==> src/rtl/erac_pkg.sv <==
package erac_pkg;

	localparam int CNT_W     = 6;
	localparam int COUNT_MAX = 63;
	localparam int MAC_W     = 48;
	localparam int IP_W      = 32;
	localparam int VLAN_W    = 12;

	// Frame lengths needed before a header may be trusted.
	localparam int ETH_HDR_LEN  = 14;
	localparam int VLAN_END_LEN = 18;
	localparam int ARP_END_LEN  = 42;

	// Byte offsets of the captured header fields.
	localparam int OFS_DST   = 0;
	localparam int OFS_ETYPE = 12;
	localparam int OFS_W14   = 14;
	localparam int OFS_PTYPE = 16;
	localparam int OFS_HLEN  = 18;
	localparam int OFS_OPER  = 20;
	localparam int OFS_SHA   = 22;
	localparam int OFS_SPA   = 28;
	localparam int OFS_TPA   = 38;

	localparam logic [15:0]      ETYPE_IPV4     = 16'h0800;
	localparam logic [15:0]      ETYPE_ARP      = 16'h0806;
	localparam logic [15:0]      ETYPE_VLAN     = 16'h8100;
	localparam logic [15:0]      ARP_HTYPE_ETH  = 16'h0001;
	localparam logic [7:0]       ARP_HLEN_ETH   = 8'h06;
	localparam logic [15:0]      ARP_OP_REQUEST = 16'h0001;
	localparam logic [15:0]      ARP_OP_REPLY   = 16'h0002;
	localparam logic [MAC_W-1:0] BCAST_MAC      = 48'hffff_ffff_ffff;

	typedef enum logic [3:0] {
		VERDICT_NOT_FOR_ME     = 4'd0,
		VERDICT_MALFORMED      = 4'd1,
		VERDICT_IPV4           = 4'd2,
		VERDICT_VLAN           = 4'd3,
		VERDICT_ARP_REQ_REPLY  = 4'd4,
		VERDICT_ARP_REQ_OTHER  = 4'd5,
		VERDICT_ARP_REP_UPDATE = 4'd6,
		VERDICT_ARP_REP_OTHER  = 4'd7,
		VERDICT_OTHER_DROPPED  = 4'd8
	} verdict_t;

	typedef enum logic [0:0] {
		CFG_OWN_MAC = 1'b0,
		CFG_OWN_IP  = 1'b1
	} cfg_idx_t;

	typedef struct packed {
		logic [MAC_W-1:0] dst;
		logic [15:0]      etype;
		logic [15:0]      word14;
		logic [15:0]      ptype;
		logic [7:0]       hlen;
		logic [15:0]      oper;
		logic [MAC_W-1:0] sha;
		logic [IP_W-1:0]  spa;
		logic [IP_W-1:0]  tpa;
	} hdr_fields_t;

	typedef struct packed {
		verdict_t          verdict;
		logic [VLAN_W-1:0] vlan_id;
		logic [MAC_W-1:0]  peer_mac;
		logic [IP_W-1:0]   peer_ip;
	} result_t;

endpackage

==> src/rtl/erac_byte_if.sv <==
interface erac_byte_if;
	logic       valid;
	logic       ready;
	logic [7:0] frame_byte;
	logic       last_byte;

	modport source (output valid, output frame_byte, output last_byte, input ready);
	modport sink (input valid, input frame_byte, input last_byte, output ready);
endinterface

==> src/rtl/erac_verdict_if.sv <==
interface erac_verdict_if;
	import erac_pkg::*;

	logic              valid;
	logic              ready;
	verdict_t          verdict;
	logic [VLAN_W-1:0] vlan_id;
	logic [MAC_W-1:0]  peer_mac;
	logic [IP_W-1:0]   peer_ip;

	modport source (output valid, output verdict, output vlan_id, output peer_mac,
		output peer_ip, input ready);
	modport sink (input valid, input verdict, input vlan_id, input peer_mac,
		input peer_ip, output ready);
endinterface

==> src/rtl/ethernet_rx_arp_classifier_top.sv <==
// Ethernet receive classifier with ARP check.
// rx carries one frame byte per beat in wire order; last_byte marks the
// final beat of a frame. res carries one verdict beat per frame, with the
// VLAN id or the ARP sender MAC and IP where the verdict calls for them.
// Header fields are captured into dedicated registers as their bytes pass,
// so a new byte is accepted every cycle while rx.ready is high, and frames
// may follow back to back. The verdict of a frame goes through the capture
// stage, then the result register, to res, one verdict per frame. The decision
// between the capture registers and the result register is combinational.
// When res stalls, bytes keep flowing while the capture stage holds no
// verdict; rx.ready drops only while a finished verdict waits in the
// capture stage behind a full result register that is not being taken.
// Reset clears the byte count, the pending verdict, the result valid and
// both station addresses. The user writes addresses through cfg_we, cfg_index
// and cfg_data only while no frame is in flight; the block does not enforce it.
module ethernet_rx_arp_classifier_top (
	input  logic                          clk,
	input  logic                          arst_n,
	input  logic                          cfg_we,
	input  erac_pkg::cfg_idx_t            cfg_index,
	input  logic [erac_pkg::MAC_W-1:0]    cfg_data,
	erac_byte_if.sink                     rx,
	erac_verdict_if.source                res
);
	import erac_pkg::*;

	logic [MAC_W-1:0] own_mac_q;
	logic [IP_W-1:0]  own_ip_q;
	logic             accept;
	logic             can_load;
	logic             advance;
	logic             pending_s1;
	logic [CNT_W-1:0] len_s1;
	hdr_fields_t      hdr_s1;
	result_t          result;
	result_t          res_q;
	logic             res_valid_q;

	always_ff @(posedge clk or negedge arst_n) begin
		if (!arst_n) begin
			own_mac_q <= '0;
			own_ip_q  <= '0;
		end else if (cfg_we) begin
			unique case (cfg_index)
				CFG_OWN_MAC: own_mac_q <= cfg_data;
				CFG_OWN_IP:  own_ip_q  <= cfg_data[IP_W-1:0];
			endcase
		end
	end

	assign can_load = !res_valid_q || res.ready;
	assign advance  = pending_s1 && can_load;
	assign rx.ready = !pending_s1 || can_load;
	assign accept   = rx.valid && rx.ready;

	erac_capture u_capture (
		.clk        (clk),
		.arst_n     (arst_n),
		.accept     (accept),
		.frame_byte (rx.frame_byte),
		.last_byte  (rx.last_byte),
		.advance    (advance),
		.pending_s1 (pending_s1),
		.len_s1     (len_s1),
		.hdr_s1     (hdr_s1)
	);

	erac_classify u_classify (
		.hdr     (hdr_s1),
		.len     (len_s1),
		.own_mac (own_mac_q),
		.own_ip  (own_ip_q),
		.result  (result)
	);

	always_ff @(posedge clk or negedge arst_n) begin
		if (!arst_n) begin
			res_valid_q <= 1'b0;
		end else if (can_load) begin
			res_valid_q <= pending_s1;
		end
	end

	always_ff @(posedge clk) begin
		if (advance) begin
			res_q <= result;
		end
	end

	assign res.valid    = res_valid_q;
	assign res.verdict  = res_q.verdict;
	assign res.vlan_id  = res_q.vlan_id;
	assign res.peer_mac = res_q.peer_mac;
	assign res.peer_ip  = res_q.peer_ip;

endmodule

==> src/rtl/erac_capture.sv <==
module erac_capture (
	input  logic                         clk,
	input  logic                         arst_n,
	input  logic                         accept,
	input  logic [7:0]                   frame_byte,
	input  logic                         last_byte,
	input  logic                         advance,
	output logic                         pending_s1,
	output logic [erac_pkg::CNT_W-1:0]   len_s1,
	output erac_pkg::hdr_fields_t        hdr_s1
);
	import erac_pkg::*;

	logic [CNT_W-1:0] cnt_q;
	logic [CNT_W-1:0] len_next;

	function automatic logic in_span(input logic [CNT_W-1:0] c, input int lo, input int n);
		in_span = (int'(c) >= lo) && (int'(c) < lo + n);
	endfunction

	assign len_next = (cnt_q == CNT_W'(COUNT_MAX)) ? cnt_q : cnt_q + 1'b1;

	always_ff @(posedge clk or negedge arst_n) begin
		if (!arst_n) begin
			cnt_q      <= '0;
			pending_s1 <= 1'b0;
		end else begin
			if (accept) begin
				cnt_q <= last_byte ? '0 : len_next;
			end
			if (accept && last_byte) begin
				pending_s1 <= 1'b1;
			end else if (advance) begin
				pending_s1 <= 1'b0;
			end
		end
	end

	// Bytes arrive in order, so each field is shifted in while the count
	// walks across its span; bytes outside every span are dropped.
	always_ff @(posedge clk) begin
		if (accept) begin
			len_s1 <= len_next;
			if (in_span(cnt_q, OFS_DST, 6))
				hdr_s1.dst <= {hdr_s1.dst[MAC_W-9:0], frame_byte};
			if (in_span(cnt_q, OFS_ETYPE, 2))
				hdr_s1.etype <= {hdr_s1.etype[7:0], frame_byte};
			if (in_span(cnt_q, OFS_W14, 2))
				hdr_s1.word14 <= {hdr_s1.word14[7:0], frame_byte};
			if (in_span(cnt_q, OFS_PTYPE, 2))
				hdr_s1.ptype <= {hdr_s1.ptype[7:0], frame_byte};
			if (in_span(cnt_q, OFS_HLEN, 1))
				hdr_s1.hlen <= frame_byte;
			if (in_span(cnt_q, OFS_OPER, 2))
				hdr_s1.oper <= {hdr_s1.oper[7:0], frame_byte};
			if (in_span(cnt_q, OFS_SHA, 6))
				hdr_s1.sha <= {hdr_s1.sha[MAC_W-9:0], frame_byte};
			if (in_span(cnt_q, OFS_SPA, 4))
				hdr_s1.spa <= {hdr_s1.spa[IP_W-9:0], frame_byte};
			if (in_span(cnt_q, OFS_TPA, 4))
				hdr_s1.tpa <= {hdr_s1.tpa[IP_W-9:0], frame_byte};
		end
	end

endmodule

==> src/rtl/erac_classify.sv <==
module erac_classify (
	input  erac_pkg::hdr_fields_t          hdr,
	input  logic [erac_pkg::CNT_W-1:0]     len,
	input  logic [erac_pkg::MAC_W-1:0]     own_mac,
	input  logic [erac_pkg::IP_W-1:0]      own_ip,
	output erac_pkg::result_t              result
);
	import erac_pkg::*;

	logic dst_ok;
	logic to_me;
	logic arp_hdr_ok;

	assign dst_ok     = (hdr.dst == own_mac) || (hdr.dst == BCAST_MAC);
	assign to_me      = (hdr.tpa == own_ip);
	// The protocol address length byte is deliberately not checked.
	assign arp_hdr_ok = (int'(len) >= ARP_END_LEN) && (hdr.word14 == ARP_HTYPE_ETH) &&
		(hdr.ptype == ETYPE_IPV4) && (hdr.hlen == ARP_HLEN_ETH);

	always_comb begin
		result         = '0;
		result.verdict = VERDICT_NOT_FOR_ME;
		if (int'(len) < ETH_HDR_LEN) begin
			result.verdict = VERDICT_MALFORMED;
		end else if (!dst_ok) begin
			result.verdict = VERDICT_NOT_FOR_ME;
		end else begin
			case (hdr.etype)
				ETYPE_VLAN: begin
					if (int'(len) < VLAN_END_LEN) begin
						result.verdict = VERDICT_MALFORMED;
					end else begin
						result.verdict = VERDICT_VLAN;
						result.vlan_id = hdr.word14[VLAN_W-1:0];
					end
				end
				ETYPE_IPV4: begin
					result.verdict = VERDICT_IPV4;
				end
				ETYPE_ARP: begin
					if (arp_hdr_ok && hdr.oper == ARP_OP_REQUEST) begin
						result.verdict  = to_me ? VERDICT_ARP_REQ_REPLY : VERDICT_ARP_REQ_OTHER;
						result.peer_mac = hdr.sha;
						result.peer_ip  = hdr.spa;
					end else if (arp_hdr_ok && hdr.oper == ARP_OP_REPLY) begin
						result.verdict  = to_me ? VERDICT_ARP_REP_UPDATE : VERDICT_ARP_REP_OTHER;
						result.peer_mac = hdr.sha;
						result.peer_ip  = hdr.spa;
					end else begin
						result.verdict = VERDICT_MALFORMED;
					end
				end
				default: begin
					result.verdict = VERDICT_OTHER_DROPPED;
				end
			endcase
		end
	end

endmodule

==> src/flat_wrapper.sv <==
// flat-port wrapper written by rule: the top's interface ports become plain ports
module ethernet_rx_arp_classifier_top_flat import erac_pkg::*;
  (clk, arst_n, cfg_we, cfg_index, cfg_data, rx_valid, rx_frame_byte, rx_last_byte, rx_ready, res_valid, res_verdict, res_vlan_id, res_peer_mac, res_peer_ip, res_ready);
  erac_byte_if rx_i ();
  erac_verdict_if res_i ();
  input  logic clk;
  input  logic arst_n;
  input  logic cfg_we;
  input  erac_pkg::cfg_idx_t cfg_index;
  input  logic [erac_pkg::MAC_W-1:0] cfg_data;
  input wire logic [$bits(rx_i.valid)-1:0] rx_valid;
  input wire logic [$bits(rx_i.frame_byte)-1:0] rx_frame_byte;
  input wire logic [$bits(rx_i.last_byte)-1:0] rx_last_byte;
  output wire logic [$bits(rx_i.ready)-1:0] rx_ready;
  output wire logic [$bits(res_i.valid)-1:0] res_valid;
  output wire logic [$bits(res_i.verdict)-1:0] res_verdict;
  output wire logic [$bits(res_i.vlan_id)-1:0] res_vlan_id;
  output wire logic [$bits(res_i.peer_mac)-1:0] res_peer_mac;
  output wire logic [$bits(res_i.peer_ip)-1:0] res_peer_ip;
  input wire logic [$bits(res_i.ready)-1:0] res_ready;
  assign rx_i.valid = rx_valid;
  assign rx_i.frame_byte = rx_frame_byte;
  assign rx_i.last_byte = rx_last_byte;
  assign rx_ready = rx_i.ready;
  assign res_valid = res_i.valid;
  assign res_verdict = res_i.verdict;
  assign res_vlan_id = res_i.vlan_id;
  assign res_peer_mac = res_i.peer_mac;
  assign res_peer_ip = res_i.peer_ip;
  assign res_i.ready = res_ready;
  ethernet_rx_arp_classifier_top u_core (.clk(clk), .arst_n(arst_n), .cfg_we(cfg_we), .cfg_index(cfg_index), .cfg_data(cfg_data), .rx(rx_i), .res(res_i));
endmodule
==> config.mk <==
export PLATFORM = sky130hd
export DESIGN_NAME = ethernet_rx_arp_classifier_top_flat
export DESIGN_NICKNAME = d
export VERILOG_FILES = /design/src/rtl/erac_pkg.sv /design/src/rtl/erac_byte_if.sv /design/src/rtl/erac_verdict_if.sv /design/src/rtl/ethernet_rx_arp_classifier_top.sv /design/src/rtl/erac_capture.sv /design/src/rtl/erac_classify.sv /design/src/flat_wrapper.sv
export SDC_FILE = /design/constraint.sdc
export NUM_CORES = 1
export LEC_CHECK = 0
export BUFFER_PORTS_ARGS = -buffer_cell sky130_fd_sc_hd__buf_2
export CORE_MARGIN = 8
export CORE_UTILIZATION = 59
export CTS_CLUSTER_DIAMETER = 100
export DETAILED_ROUTE_END_ITERATION = 8
export GPL_TIMING_DRIVEN = 0
export PLACE_DENSITY = 0.88
export SYNTH_ARGS = -nofsm -noshare
export SYNTH_HDL_FRONTEND = slang
export SYNTH_SLANG_ARGS = --single-unit
==> constraint.sdc <==
create_clock -name clk -period 7.3 [get_ports clk]
set_clock_uncertainty 0.1 [all_clocks]
set_input_delay 0.73 -clock clk [delete_from_list [all_inputs] [get_ports clk]]
set_output_delay 0.73 -clock clk [all_outputs]
set_load 0.03 [all_outputs]
==> insert_results.sql <==
INSERT INTO impl_metrics (metric_group, metric, value, unit) VALUES
('sta', 'fmax', '341', 'MHz'),
('sta', 'setup-violations-final', '0', ''),
('worst_setup_path', 'crit_path_cell_trace', 'nand3b_1, nand2_1, clkbuf_1, nor2_1, nor4bb_4, buf_6, buf_6, buf_6', ''),
('sta', 'slew_headroom', '18.2', '%'),
('die', 'rows', '60', ''),
('sta', 'fin_crit_sh', '40.2', '%'),
('yosys', 'yosys-mux-area-fraction', '5.67', '%'),
('worst_setup_path', 'cpLargestDelayFamily', 'simple AND/OR/NAND/NOR gates', ''),
('detailed_routing', 'drt_iter0_drc', '745', ''),
('clock_tree', 'clock_sinks', '421', ''),
('worst_setup_path', 'rr_startpoint', 'u_core.res.valid$_DFFE_PN0P_', ''),
('power_and_ir_drop', 'power_density', '276', 'mW/mm2'),
('yosys', 'synth.largest_area_cell', 'sky130_fd_sc_hd__edfxtp_1', ''),
('min_path', 'min_delay_startpoint', 'rx_valid', ''),
('yosys', 'synthXorXnorAreaFrac', '4.42', '%'),
('yosys', 'yosys.area_share.adder', '0.154', '%'),
('cells_and_area', 'layout.area.seq', '0.0122', 'mm2'),
('global_route', 'first_global_vias', '9077', ''),
('yosys', 'yosys_register_bits', '421', ''),
('yosys', 'synth-compound-area-share', '0.909', '%'),
('yosys', 'synthesis.nets', '935', ''),
('yosys', 'synth_edf_count', '333', ''),
('sta', 'finalSetupTns', '0', 'ns'),
('sta', 'final_slew_violations', '0', ''),
('sta', 'endpoints_failing_hold', '0', ''),
('place', 'detailedPlacementHpwl', '23800', 'um'),
('detailed_routing', 'firstDrtPassIters', '5', ''),
('clock_tree', 'worstSkewPairLatency', '0.53', 'ns'),
('place', 'place_area', '0.0177', 'mm2'),
('worst_setup_path', 'timing.critical_path.mode_cell', 'sky130_fd_sc_hd__buf_6', ''),
('worst_setup_path', 'critical_path_arrival', '3.06', 'ns'),
('sta', 'worstMarginPinSlew', '1.22', 'ns'),
('worst_setup_path', 'slowest_stage', 'sky130_fd_sc_hd__nor4bb_4', ''),
('place', 'finalWeightedCongestion', '0.909', ''),
('cells_and_area', 'drive_gt1_share', '38.1', '%'),
('cells_and_area', 'design.final.nets', '1154', ''),
('worst_setup_path', 'critPathBufInv', '4', ''),
('place', 'buffer_ports.inserted', '160', ''),
('die', 'start_util', '60.1', '%'),
('yosys', 'synthesis.yosys.warnings', '0', ''),
('yosys', 'synth_simple_gate_area_share', '12.4', '%'),
('run_status', 'run_status', 'finished clean', ''),
('sta', 'post-route-worst-setup-slack', '4.36', 'ns'),
('sta', 'period_minus_slack', '2.94', 'ns'),
('min_path', 'worstHoldPathType', 'input pin to flip-flop', ''),
('cells_and_area', 'syn2layout_area_growth', '17.1', '%'),
('worst_setup_path', 'worst_path_largest_cell_delay', '0.69', 'ns'),
('yosys', 'syn-mean-instance-area', '18.7', 'um2'),
('detailed_routing', 'vias', '8727', ''),
('worst_setup_path', 'timing.critical_path.fanout_max', '16', ''),
('place', 'setup_ws_pre_cts', '3.87', 'ns'),
('worst_setup_path', 'required_time_at_the_endpoint_of_the_critical_path', '7.42', 'ns'),
('detailed_routing', 'drt.antenna.violating_nets', '0', ''),
('clock_tree', 'post_cts.resized_instances', '0', ''),
('die', 'coreArea', '0.0270', 'mm2'),
('cells_and_area', 'multi_input_area', '0.00387', 'mm2'),
('detailed_routing', 'post-route-drc-count', '0', ''),
('yosys', 'synthDistinctLibCells', '44', ''),
('clock_tree', 'clk_pin_slew_worst_paths', '0.06', 'ns'),
('detailed_routing', 'routed_wl', '35100', 'um'),
('power_and_ir_drop', 'worst_case_vdd_ir_drop', '164', 'uV'),
('clock_tree', 'tritoncts', 'yes', ''),
('global_route', 'antenna_found_initial', '0', ''),
('power_and_ir_drop', 'static-leakage-power', '0.00651', 'uW'),
('clock_tree', 'cts_buffer_depth', '3', ''),
('worst_setup_path', 'timing.critical_path.from_type', 'flip-flop', ''),
('yosys', 'netlist.area_leader.share', '61.6', '%'),
('die', 'die_x', '182', 'um'),
('worst_setup_path', 'timing.setup.critical_path_class', 'flip-flop to flip-flop', ''),
('worst_setup_path', 'crit_start', 'u_core.res.valid$_DFFE_PN0P_', ''),
('die', 'total_die_area', '0.0331', 'mm2');
[synth_stat cells (9+ instances only)]
master / number
sky130_fd_sc_hd__xor2_1: 33
sky130_fd_sc_hd__nor2_1: 17
sky130_fd_sc_hd__xnor2_1: 49
sky130_fd_sc_hd__clkbuf_1: 11
sky130_fd_sc_hd__nand2_1: 13
sky130_fd_sc_hd__dfrtp_1: 88
sky130_fd_sc_hd__mux2_2: 80
sky130_fd_sc_hd__nor4b_2: 79
sky130_fd_sc_hd__nor4b_1: 9
sky130_fd_sc_hd__nor3b_1: 13
sky130_fd_sc_hd__edfxtp_1: 333
sky130_fd_sc_hd__nor4_1: 24
sky130_fd_sc_hd__buf_2: 19
sky130_fd_sc_hd__nand4_1: 30
[path summary, 6_finish.rpt]
path                                                           endpoint  slack (ns)  cells past startpoint
worst min register to register    u_core.u_capture.hdr_s1[81]$_DFFE_PP_        0.34                      0
worst min-delay path            u_core.u_capture.pending_s1$_DFFE_PN0P_        0.32                      3
worst max register to register   u_core.u_capture.hdr_s1[231]$_DFFE_PP_        4.36                      8
max in group asynchronous         u_core.u_capture.cnt_q[2]$_DFFE_PN0P_        5.95                      3
min in group asynchronous              u_core.own_mac_q[37]$_DFFE_PN0P_        0.52                      2
worst max-delay path             u_core.u_capture.hdr_s1[231]$_DFFE_PP_        4.36                      8
[where the power goes]
group / internal (uW) / leakage (uW) / total, uW / switching, uW
clock: 1200 / 0.000642 / 2050 / 856
combinational: 157 / 0.00175 / 396 / 238
sequential: 2710 / 0.00411 / 2810 / 93.8
[state kept, by name, summed over array words and instances, names as in the netlist]
name / count
u_core.u_capture.len_s1: 5
u_core.u_capture.pending_s1: 1
u_core.own_ip_q: 32
u_core.res.peer_ip: 32
u_core.res.vlan_id: 12
u_core.u_capture.cnt_q: 6
u_core.res.peer_mac: 48
u_core.res.valid: 1
u_core.own_mac_q: 48
u_core.u_capture.hdr_s1: 232
u_core.res.verdict: 4
[worst reg2reg max path, stage by stage, from the launching register on]
cell	delay, ns
sky130_fd_sc_hd__dfrtp_1	0.39
sky130_fd_sc_hd__nand3b_1	0.14
sky130_fd_sc_hd__nand2_1	0.10
sky130_fd_sc_hd__clkbuf_1	0.26
sky130_fd_sc_hd__nor2_1	0.30
sky130_fd_sc_hd__nor4bb_4	0.69
sky130_fd_sc_hd__buf_6	0.26
sky130_fd_sc_hd__buf_6	0.21
sky130_fd_sc_hd__buf_6	0.19
[final cells by class]
type,count,share of cell area [%]
Clock buffer,55,5.95
Buffer,41,1.05
Inverter,4,0.0789
Sequential cell,421,64.1
Multi-Input combinational cell,404,20.3
Clock inverter,21,0.954
Timing Repair Buffer,176,5.24
Tap cell,341,2.24
[layer usage]
| metal | wire length, um | vias up | GRT usage [%] |
|---|---|---|---|
| li1 | - | 3858 | - |
| met1 | 14200 | 4426 | 27.7 |
| met2 | 17700 | 386 | 35.6 |
| met3 | 2330 | 57 | 3.77 |
| met4 | 862 | 0 | 6.76 |
| met5 | 0 | - | 0 |
[repair_timing]
action / CTS / global route
buffers inserted: 0 / 0
hold endpoints to repair: 15 / 0
hold buffers: 1 / 0
[stage by stage]
| stage | std cells | hold WS (ns) | utilization [%] |
|---|---|---|---|
| 2_1_floorplan | 870 | 0.317 | - |
| 3_3_place_gp | 1371 | 0.320 | 64.6 |
| 5_1_grt | 1463 | 0.336 | 70.4 |
| 6_report | 1463 | 0.322 | 70.4 |
| 3_5_place_dp | 1386 | 0.325 | 65.5 |
| 4_1_cts | 1463 | 0.311 | 70.4 |
[logic make-up after synthesis]
kind of cell               Yosys count
adders and majority gates            2
buffers and inverters               45
DFF                                421
AOI/OAI and AO/OA                   21
and+or+nand+nor                    217
muxes                               82
xor gates and xnor gates            82
[layout by cell type, fill, tap and decap left out, drive strengths merged, types with 3 or more instances in the layout]
master,n
and2,3
mux2,80
bufinv,3
nand3,7
and3,3
nor4,24
xnor2,49
clkinv,15
a21oi,4
xor2,33
nor4b,88
dfrtp,88
nand2,13
a22o,4
nand4,30
o21ai,4
clkbuf,66
nor3,7
inv,5
buf,205
nor3b,13
or2,3
nor2,17
edfxtp,333
nand3b,3
No activity file was read; power rests on OpenSTA's default activity.
